## config.mk

```make
export PLATFORM = sky130hd
export DESIGN_NAME = stable_priority_service_queue_unit
export DESIGN_NICKNAME = d
export VERILOG_FILES = /design/src/rtl/core/spsq_pkg.sv /design/src/rtl/core/spsq_cell.sv /design/src/rtl/core/stable_priority_service_queue_unit.sv
export SDC_FILE = /design/constraint.sdc
export NUM_CORES = 2
export LEC_CHECK = 0
export BUFFER_PORTS_ARGS = -buffer_cell sky130_fd_sc_hd__clkbuf_2
export CAP_MARGIN = 20
export CELL_PAD_IN_SITES_DETAIL_PLACEMENT = 1
export CELL_PAD_IN_SITES_GLOBAL_PLACEMENT = 1
export CORE_AREA = 4 4 272 274
export DETAILED_ROUTE_END_ITERATION = 8
export DIE_AREA = 0 0 276 278
export GPL_TIMING_DRIVEN = 0
export PLACE_DENSITY_LB_ADDON = 0.1
export SLEW_MARGIN = 5
export SYNTH_ARGS = -nofsm -noshare
export SYNTH_HDL_FRONTEND = slang
export SYNTH_SLANG_ARGS = --single-unit
export TNS_END_PERCENT = 10
```

## constraint.sdc

```tcl
create_clock -name clk -period 10.65 [get_ports clk]
set_clock_uncertainty 0.1 [all_clocks]
set_input_delay 2.6625 -clock clk [delete_from_list [all_inputs] [get_ports clk]]
set_output_delay 2.6625 -clock clk [all_outputs]
set_load 0.03 [all_outputs]
```

## src/rtl/core/spsq_pkg.sv

```systemverilog
// ----------------------------------------------------------------------------
// spsq_pkg
// Shared types and codes for the stable priority service queue.
// ----------------------------------------------------------------------------
`default_nettype none

package spsq_pkg;

  localparam int SPSQ_CAPACITY = 32;

  localparam int ID_W   = 8;
  localparam int PRIO_W = 4;
  localparam int TIME_W = 8;
  localparam int ACC_W  = 16;
  localparam int OCC_W  = 6;

  typedef enum logic {
    KIND_INSERT = 1'b0,
    KIND_SERVE  = 1'b1
  } kind_t;

  typedef enum logic [1:0] {
    ST_INSERTED = 2'd0,
    ST_SERVED   = 2'd1,
    ST_FULL     = 2'd2,
    ST_EMPTY    = 2'd3
  } status_t;

  typedef struct packed {
    logic [ID_W-1:0]   id;
    logic [PRIO_W-1:0] prio;
    logic [TIME_W-1:0] svc_time;
  } entry_t;

  // broadcast to every cell of the chain
  typedef struct packed {
    logic   insert;
    logic   pop;
    entry_t data;
  } cell_cmd_t;

endpackage : spsq_pkg

`default_nettype wire

```

## src/rtl/core/spsq_cell.sv

```systemverilog
// ----------------------------------------------------------------------------
// spsq_cell
// One slot of the sorted chain: holds an entry, shifts right on insert
// below it, shifts left on pop.
// ----------------------------------------------------------------------------
`default_nettype none

module spsq_cell (
  input  wire                     clk,
  input  spsq_pkg::cell_cmd_t     cmd,
  input  wire                     occupied,
  input  wire                     left_keep,
  input  spsq_pkg::entry_t        left_entry,
  input  spsq_pkg::entry_t        right_entry,
  output logic                    keep,
  output spsq_pkg::entry_t        entry
);
  import spsq_pkg::*;

  entry_t entry_next;

  // an equal priority stays ahead of the new one, so ties keep arrival order
  assign keep = occupied && (entry.prio >= cmd.data.prio);

  always_comb begin
    entry_next = entry;
    if (cmd.pop) begin
      entry_next = right_entry;
    end else if (cmd.insert && !keep) begin
      entry_next = left_keep ? cmd.data : left_entry;
    end
  end

  always_ff @(posedge clk) begin
    entry <= entry_next;
  end

endmodule : spsq_cell

`default_nettype wire

```

## src/rtl/core/stable_priority_service_queue_unit.sv

```systemverilog
// ----------------------------------------------------------------------------
// stable_priority_service_queue_unit
// Priority queue kept as a chain of cells sorted by priority, oldest first
// among equal priorities; serve pops the head cell.
// ----------------------------------------------------------------------------
//  channel | dir | tdata                                 | tuser
//  s_*     | in  | id, priority, time                    | kind
//  m_*     | out | id, priority, time, time_before, occ  | status
//
//  one request per cycle: an insert or a pop is one shift of the cell chain,
//  the result appears in the output register the cycle after the request
//  is taken. s_tready drops only while a result waits unread.
//  reset clears the entry count, the time total and the output valid; cell
//  contents need no clearing since only cells below the count are used.
`default_nettype none

module stable_priority_service_queue_unit #(
  parameter int CAPACITY = spsq_pkg::SPSQ_CAPACITY
) (
  input  wire         clk,
  input  wire         rst,
  input  wire         s_tvalid,
  output logic        s_tready,
  input  wire  [23:0] s_tdata,   // id[7:0], priority[11:8], time[19:12], zero pad
  input  wire  [0:0]  s_tuser,   // kind[0]
  output logic        m_tvalid,
  input  wire         m_tready,
  output logic [47:0] m_tdata,   // id[7:0], priority[11:8], time[19:12],
                                 // time_before[35:20], occupancy[41:36], zero pad
  output logic [1:0]  m_tuser    // status[1:0]
);
  import spsq_pkg::*;

  localparam int CNT_W = $clog2(CAPACITY + 1);

  logic [CNT_W-1:0] count, count_next;
  logic [ACC_W-1:0] acc, acc_next;
  logic             in_accept, is_serve, full, empty;
  cell_cmd_t        cmd;
  entry_t           cell_entry [CAPACITY];
  logic             cell_keep  [CAPACITY];
  entry_t           head;
  logic [ACC_W:0]   sum;

  status_t          res_status;
  entry_t           res_entry;
  logic [ACC_W-1:0] res_before;

  assign s_tready  = !m_tvalid || m_tready;
  assign in_accept = s_tvalid && s_tready;
  assign is_serve  = (s_tuser[0] == KIND_SERVE);
  assign full      = (count == CNT_W'(CAPACITY));
  assign empty     = (count == '0);
  assign head      = cell_entry[0];

  assign cmd.insert        = in_accept && !is_serve && !full;
  assign cmd.pop           = in_accept && is_serve && !empty;
  assign cmd.data.id       = s_tdata[7:0];
  assign cmd.data.prio     = s_tdata[11:8];
  assign cmd.data.svc_time = s_tdata[19:12];

  genvar i;
  generate
    for (i = 0; i < CAPACITY; i++) begin : g_cell
      logic   occ;
      logic   lkeep;
      entry_t lentry;
      entry_t rentry;
      assign occ = (CNT_W'(i) < count);
      if (i == 0) begin : g_first
        assign lkeep  = 1'b1;
        assign lentry = cmd.data;
      end else begin : g_mid
        assign lkeep  = cell_keep[i-1];
        assign lentry = cell_entry[i-1];
      end
      if (i == CAPACITY - 1) begin : g_last
        assign rentry = cell_entry[i];
      end else begin : g_inner
        assign rentry = cell_entry[i+1];
      end
      spsq_cell u_cell (
        .clk         (clk),
        .cmd         (cmd),
        .occupied    (occ),
        .left_keep   (lkeep),
        .left_entry  (lentry),
        .right_entry (rentry),
        .keep        (cell_keep[i]),
        .entry       (cell_entry[i])
      );
    end
  endgenerate

  assign sum = {1'b0, acc} + (ACC_W+1)'(head.svc_time);

  always_comb begin
    count_next = count;
    acc_next   = acc;
    if (cmd.insert) begin
      count_next = count + CNT_W'(1);
    end else if (cmd.pop) begin
      count_next = count - CNT_W'(1);
      acc_next   = sum[ACC_W] ? {ACC_W{1'b1}} : sum[ACC_W-1:0];
    end
  end

  always_ff @(posedge clk) begin
    if (rst) begin
      count    <= '0;
      acc      <= '0;
      m_tvalid <= 1'b0;
    end else begin
      count <= count_next;
      acc   <= acc_next;
      if (in_accept) begin
        m_tvalid <= 1'b1;
      end else if (m_tready) begin
        m_tvalid <= 1'b0;
      end
    end
  end

  always_ff @(posedge clk) begin
    if (in_accept) begin
      res_entry  <= '0;
      res_before <= '0;
      if (!is_serve) begin
        res_status <= full ? ST_FULL : ST_INSERTED;
      end else if (empty) begin
        res_status <= ST_EMPTY;
      end else begin
        res_status <= ST_SERVED;
        res_entry  <= head;
        res_before <= acc;
      end
    end
  end

  // occupancy reflects the count after the request, masked to the field
  logic [OCC_W-1:0] occ_out;
  assign occ_out = OCC_W'(count);

  assign m_tuser = res_status;
  assign m_tdata = {6'd0, occ_out, res_before, res_entry.svc_time,
                    res_entry.prio, res_entry.id};

`ifndef SYNTHESIS
  a_count_bound: assert property (@(posedge clk) disable iff (rst)
    count <= CNT_W'(CAPACITY))
    else $error("entry count above capacity");

  a_head_sorted: assert property (@(posedge clk) disable iff (rst)
    (count >= CNT_W'(2)) |-> (cell_entry[0].prio >= cell_entry[1].prio))
    else $error("head cell not the highest priority");

  a_full_reject: assert property (@(posedge clk) disable iff (rst)
    (in_accept && !is_serve && full) |=>
      (m_tuser == ST_FULL) && (count == CNT_W'(CAPACITY)))
    else $error("insert on full store not rejected");

  a_pop_count: assert property (@(posedge clk) disable iff (rst)
    (in_accept && is_serve && !empty) |=> (count == $past(count) - CNT_W'(1)))
    else $error("serve did not remove one entry");

  a_acc_monotonic: assert property (@(posedge clk) disable iff (rst)
    !$past(rst) |-> (acc >= $past(acc)))
    else $error("accumulated time decreased");
`endif

endmodule : stable_priority_service_queue_unit

`default_nettype wire

```

**Word level (Yosys, flattened, before mapping)**

Cells that the tools add are included.

- Memory bits (writable): 0
- Output and inout bits: 52
- Logic and storage cells: 419
- Latch bits: 0
- Flip-flop bits (word level): 701
- Bits in read-only memories: 0
- Memories kept: 0

- Multiply operators: 0
- Bitwise gates (word level): 3
- Magnitude comparators: 64
- Mux-type cells: 101
- Shift operators: 0
- Equal/unequal tests: 1
- Div/mod/pow operators: 0
- Reductions and logical operators: 143
- Add/subtract/negate cells: 3

Operator list:

| operator | number |
|---|---|
| two-way mux 20 bit | 93 |
| >= comparator 4 bit | 32 |
| < comparator 5 x 6 -> 1 bit (first input constant) | 16 |
| logical AND 1 bit | 69 |
| nonzero test 2 bit | 33 |
| < comparator 4 x 6 -> 1 bit (first input constant) | 8 |
| zero test 1 bit | 36 |
| < comparator 3 x 6 -> 1 bit (first input constant) | 4 |
| adder 16 x 8 -> 17 bit | 1 |
| two-way mux 16 bit | 1 |
| < comparator 1 x 6 -> 1 bit (first input constant) | 2 |
| < comparator 2 x 6 -> 1 bit (first input constant) | 2 |
| two-way mux 6 bit | 2 |
| adder 6 x 1 -> 6 bit (second input constant) | 1 |
| equality test 6 bit (second input constant) | 1 |
| zero test 6 bit | 1 |
| two-way mux 2 bit | 3 |
| subtractor 6 x 1 -> 6 bit (second input constant) | 1 |
| AND reduction 2 bit | 2 |
| NOT 1 bit | 3 |
| two-way mux 1 bit | 2 |
| OR reduction 2 bit | 1 |
| logical OR 1 bit | 1 |

**Depth between registers and ports, before layout**

- Depth in word-level cells: 8
- Gate-level depth with buffers: 12
- Gate-level depth less buffers: 7

**By module**

From an unflattened synthesis, not the netlist that was laid out.

- Cells, all modules: 3527
- Area, all modules: 39097.5 µm²

Modules (own cells, without submodules):

| module | instances | cells each | area an instance (µm²) | sequential area each (µm²) |
|---|---|---|---|---|
| spsq_cell | 32 | 100 | 1118.6 | 600.6 |
| stable_priority_service_queue_unit | 1 | 327 | 3303.2 | 1601.5 |

**Least setup slack after synthesis**

OpenSTA, ideal clock, no wires.

- Kind: input-to-reg
- From: input port s_tdata[9]
- To: register g_cell[29].u_cell.entry[0] in the netlist's numbering, enable pin
- Buffers on the path: 1
- Library setup time: 0.425 ns
- Setup slack: 4.213 ns
- Data required time: 10.125 ns
- Stages: 7
- Data arrival time: 5.912 ns
- Path through: inv_1 -> ha_1 -> a21o_1 -> a211o_1 -> and2_1 -> clkbuf_1 -> o21ai_0

- Longest elaborated chain between the ends: 5

RTL lines:

| what | RTL line | text |
|---|---|---|
| start: declaration | stable_priority_service_queue_unit.sv:24 | `input wire [23:0] s_tdata,` |
| >= comparator 4 bit | spsq_cell.sv:23 | `assign keep = occupied && (entry.prio >= cmd.data.prio);` |
| logical AND 1 bit | spsq_cell.sv:23 |  |
| zero test 1 bit | spsq_cell.sv:29 | `end else if (cmd.insert && !keep) begin` |
| logical AND 1 bit | spsq_cell.sv:29 |  |
| nonzero test 2 bit (no line) | - |  |
| end signal: assignment | spsq_cell.sv:35 | `entry <= entry_next;` |
| end: declaration | spsq_cell.sv:16 | `output spsq_pkg::entry_t entry` |

Every way passes these cells.
A chain may end at the register's enable or synchronous reset.

**Worst setup path after layout**

- From: input port m_tready
- To: output port s_tready

- Longest elaborated chain between the ends: 1

RTL lines:

| what | RTL line | text |
|---|---|---|
| start: declaration | stable_priority_service_queue_unit.sv:27 | `input wire m_tready,` |
| logical OR 1 bit | stable_priority_service_queue_unit.sv:49 | `assign s_tready = !m_tvalid \|\| m_tready;` |
| end: declaration | stable_priority_service_queue_unit.sv:23 | `output logic s_tready,` |

Every way passes these cells.

==> reports/results.ini <==
[outcome]
outcome=complete, no violations

[grt]
grt_use_met1=0.525
grt-ovfl-total=0
use_met3=0.0975
grt.total_usage=0.394
grt_pass1_wl_um=229000
grt-busiest-layer=met2
grt_max_degree=37
grt_pass1_vias=35500
antenna_found_initial=3
globalRouteMet2Util=0.612

[synth]
ys_ff_latch=701
synthArstFlopShare=0
yosys.area.top_type_share=0.522
synth_top_cell_by_area=edfxtp_1
seq_area_frac_synth=0.533
synth-edff-count=678
synth_cell_type_count=61
syn-mean-instance-area_um2=11.0
ys.flop_type=edfxtp_1
syn_inst=3538
synth_warnings=0
synthesis.area_um2=39000
post_synth_main_area_contributors=edfxtp_1 (52%), a221o_1 (15%), a21oi_1 (7.6%)

[setup_path]
crit_fanout=4
r2r_slack_ps=5600
required_ps=7890
crit_arrival_ps=3910
endpoint_kind=primary output
reg2reg_from=count[1]
start_kind=input pin
critPathKind=in -> out
rr_worst_depth=10
rr_endpoint=g_cell[28].u_cell.entry[4]

[finish]
multi_input_area_um2=16200
layout.cells.non_filler=4746
area_growth_pct=12.4
mostFrequentLayoutCell=edfxtp_1
final_nets=3900
layout_common_cells=edfxtp_1 (678), a21oi_1 (582), nand2_1 (581)
ff_latch_area_um2=20800
drive_gt1_frac=0.126
fillCellCount=7474
final_util=0.615

[routing]
wl_um=157000
drc=0
antenna_left=0
drt_iter0_markers=4936
avgViaCountPerCell=7.32
num_vias=34700
dr.pass1.iters=8
wl_per_cell_um=33.1

[sta]
max_freq_mhz=150
setup_slack_ps=3980
rsz0062_at_grt=false
slew_violations=0
worst_slew_pin_slew_ps=1180
fin_crit_sh=0.627
min_period_ps=6670
setup_violations=0
setup_tns_ps=0
final_hold_viol_count=0
slew_headroom=0.214

[min_path]
hp-class=reg -> reg
min_to=acc[6]
hold_depth=2
worstHoldStart=acc[6]

[place]
dp_hpwl_um=114000
gp_congestion=0.981
io_buffers=69
dp_slack_ps=4080
place_inst=4599

[cts]
cts_resized=0
numCtsBuffers=79
clk_latency_ps=650
clkSinkCount=701
cts_max_level=3
ctsHoldBuffers=0
root_buffer=clkbuf_16
tritoncts=yes
cts.reportedPaths.clkPinSlew_ps=60
postCtsSetupRepairBufs=0
clk_path_buf_depth=3

[floorplanning]
die_w_um=276
core_area_um2=71400
io_pins=81
die_h_um=278
initial_core_util=0.547
die_area_um2=76700
fp-row-count=98

[pwr]
power.internal_mw=7.39
p_comb_frac=0.367
switching_share=0.386
switchingPower_mw=4.64
pwr-share-clk=0.236
p_leak_nw=17.5
ir_drop_v=0.000160
finalPower_mw=12.0
pwr-share-seq=0.397
power_density_nw_per_um2=274

[job]
drv_cap=0

per-layer routing:
| metal | routed length (um) | vias up |
|---|---|---|
| met5 | 91 | - |
| met4 | 8140 | 2 |
| met3 | 19300 | 511 |
| met2 | 70000 | 2550 |
| met1 | 59700 | 17300 |
| li1 | - | 14300 |
worst max-delay path by stage:
stage	slack (ps)	endpoint	cells after the start	start
after detailed placement	4080	g_cell[28].u_cell.entry[4]	8	m_tready
after global routing	4000	s_tready	4	m_tready
final	3980	s_tready	4	m_tready
after CTS	4110	s_tready	4	m_tready
after global placement	1900	g_cell[11].u_cell.entry[1]	8	s_tdata[9]
after floorplan	4210	g_cell[29].u_cell.entry[0]	7	s_tdata[9]
power by group through the flow:
| stage | Combinational, mW | Sequential (mW) | Clock [mW] |
|---|---|---|---|
| after detailed placement | 4.19 | 4.78 | 0 |
| after floorplan | 2.83 | 4.49 | 0 |
| after CTS | 4.27 | 4.73 | 2.83 |
| after global placement | 3.84 | 4.80 | 0 |
| final | 4.42 | 4.78 | 2.84 |
| after global routing | 4.70 | 4.79 | 2.95 |
worst max-delay path, stage by stage:
cell	delay [ps]
clkbuf_2	80
nor2b_1	560
inv_1	340
clkbuf_2	270
state kept, by name (all words and copies together), names as in the netlist:
name / count
acc: 16
g_cell.u_cell.entry: 640
m_tuser: 2
m_tvalid: 1
count: 6
m_tdata: 20
res_before: 16
area by class of cell:
type,count,share of cell area
antenna,2,0.000114
buffer,414,0.0452
clock buffer,103,0.0500
clock inverter,42,0.00916
inverter,45,0.00385
multi-input combinational,2383,0.369
sequential,701,0.475
tap,950,0.0271
timing repair buffer,106,0.0205
Yosys cell counts (23+ instances only):
cell	number
a211o_1	32
a211oi_1	38
a21o_1	56
a21oi_1	596
a221o_1	580
and2_1	51
and3_1	39
buf_2	161
clkbuf_1	212
dfxtp_1	23
edfxtp_1	678
ha_1	140
inv_1	45
mux2i_1	23
nand2_1	581
nand2b_1	32
nor2_1	59
o21ai_0	43
metrics by stage:
stage / area, um2 / hold slack, ps
6_report: 43900 / 433
5_1_grt: 43900 / 453
4_1_cts: 43900 / 433
3_5_place_dp: 41300 / 420
3_3_place_gp: 40600 / 406
2_1_floorplan: 39000 / 390
logic make-up after synthesis:
group | synth area share
adders and majority gates | 0.0454
and+or+nand+nor | 0.0872
buffers and inverters | 0.0551
other | 0.0000961
muxes | 0.0123
AOI/OAI and AO/OA | 0.264
xor gates and xnor gates | 0.00224
DFF | 0.533
Note: power is estimated with default switching activity, not from simulation.
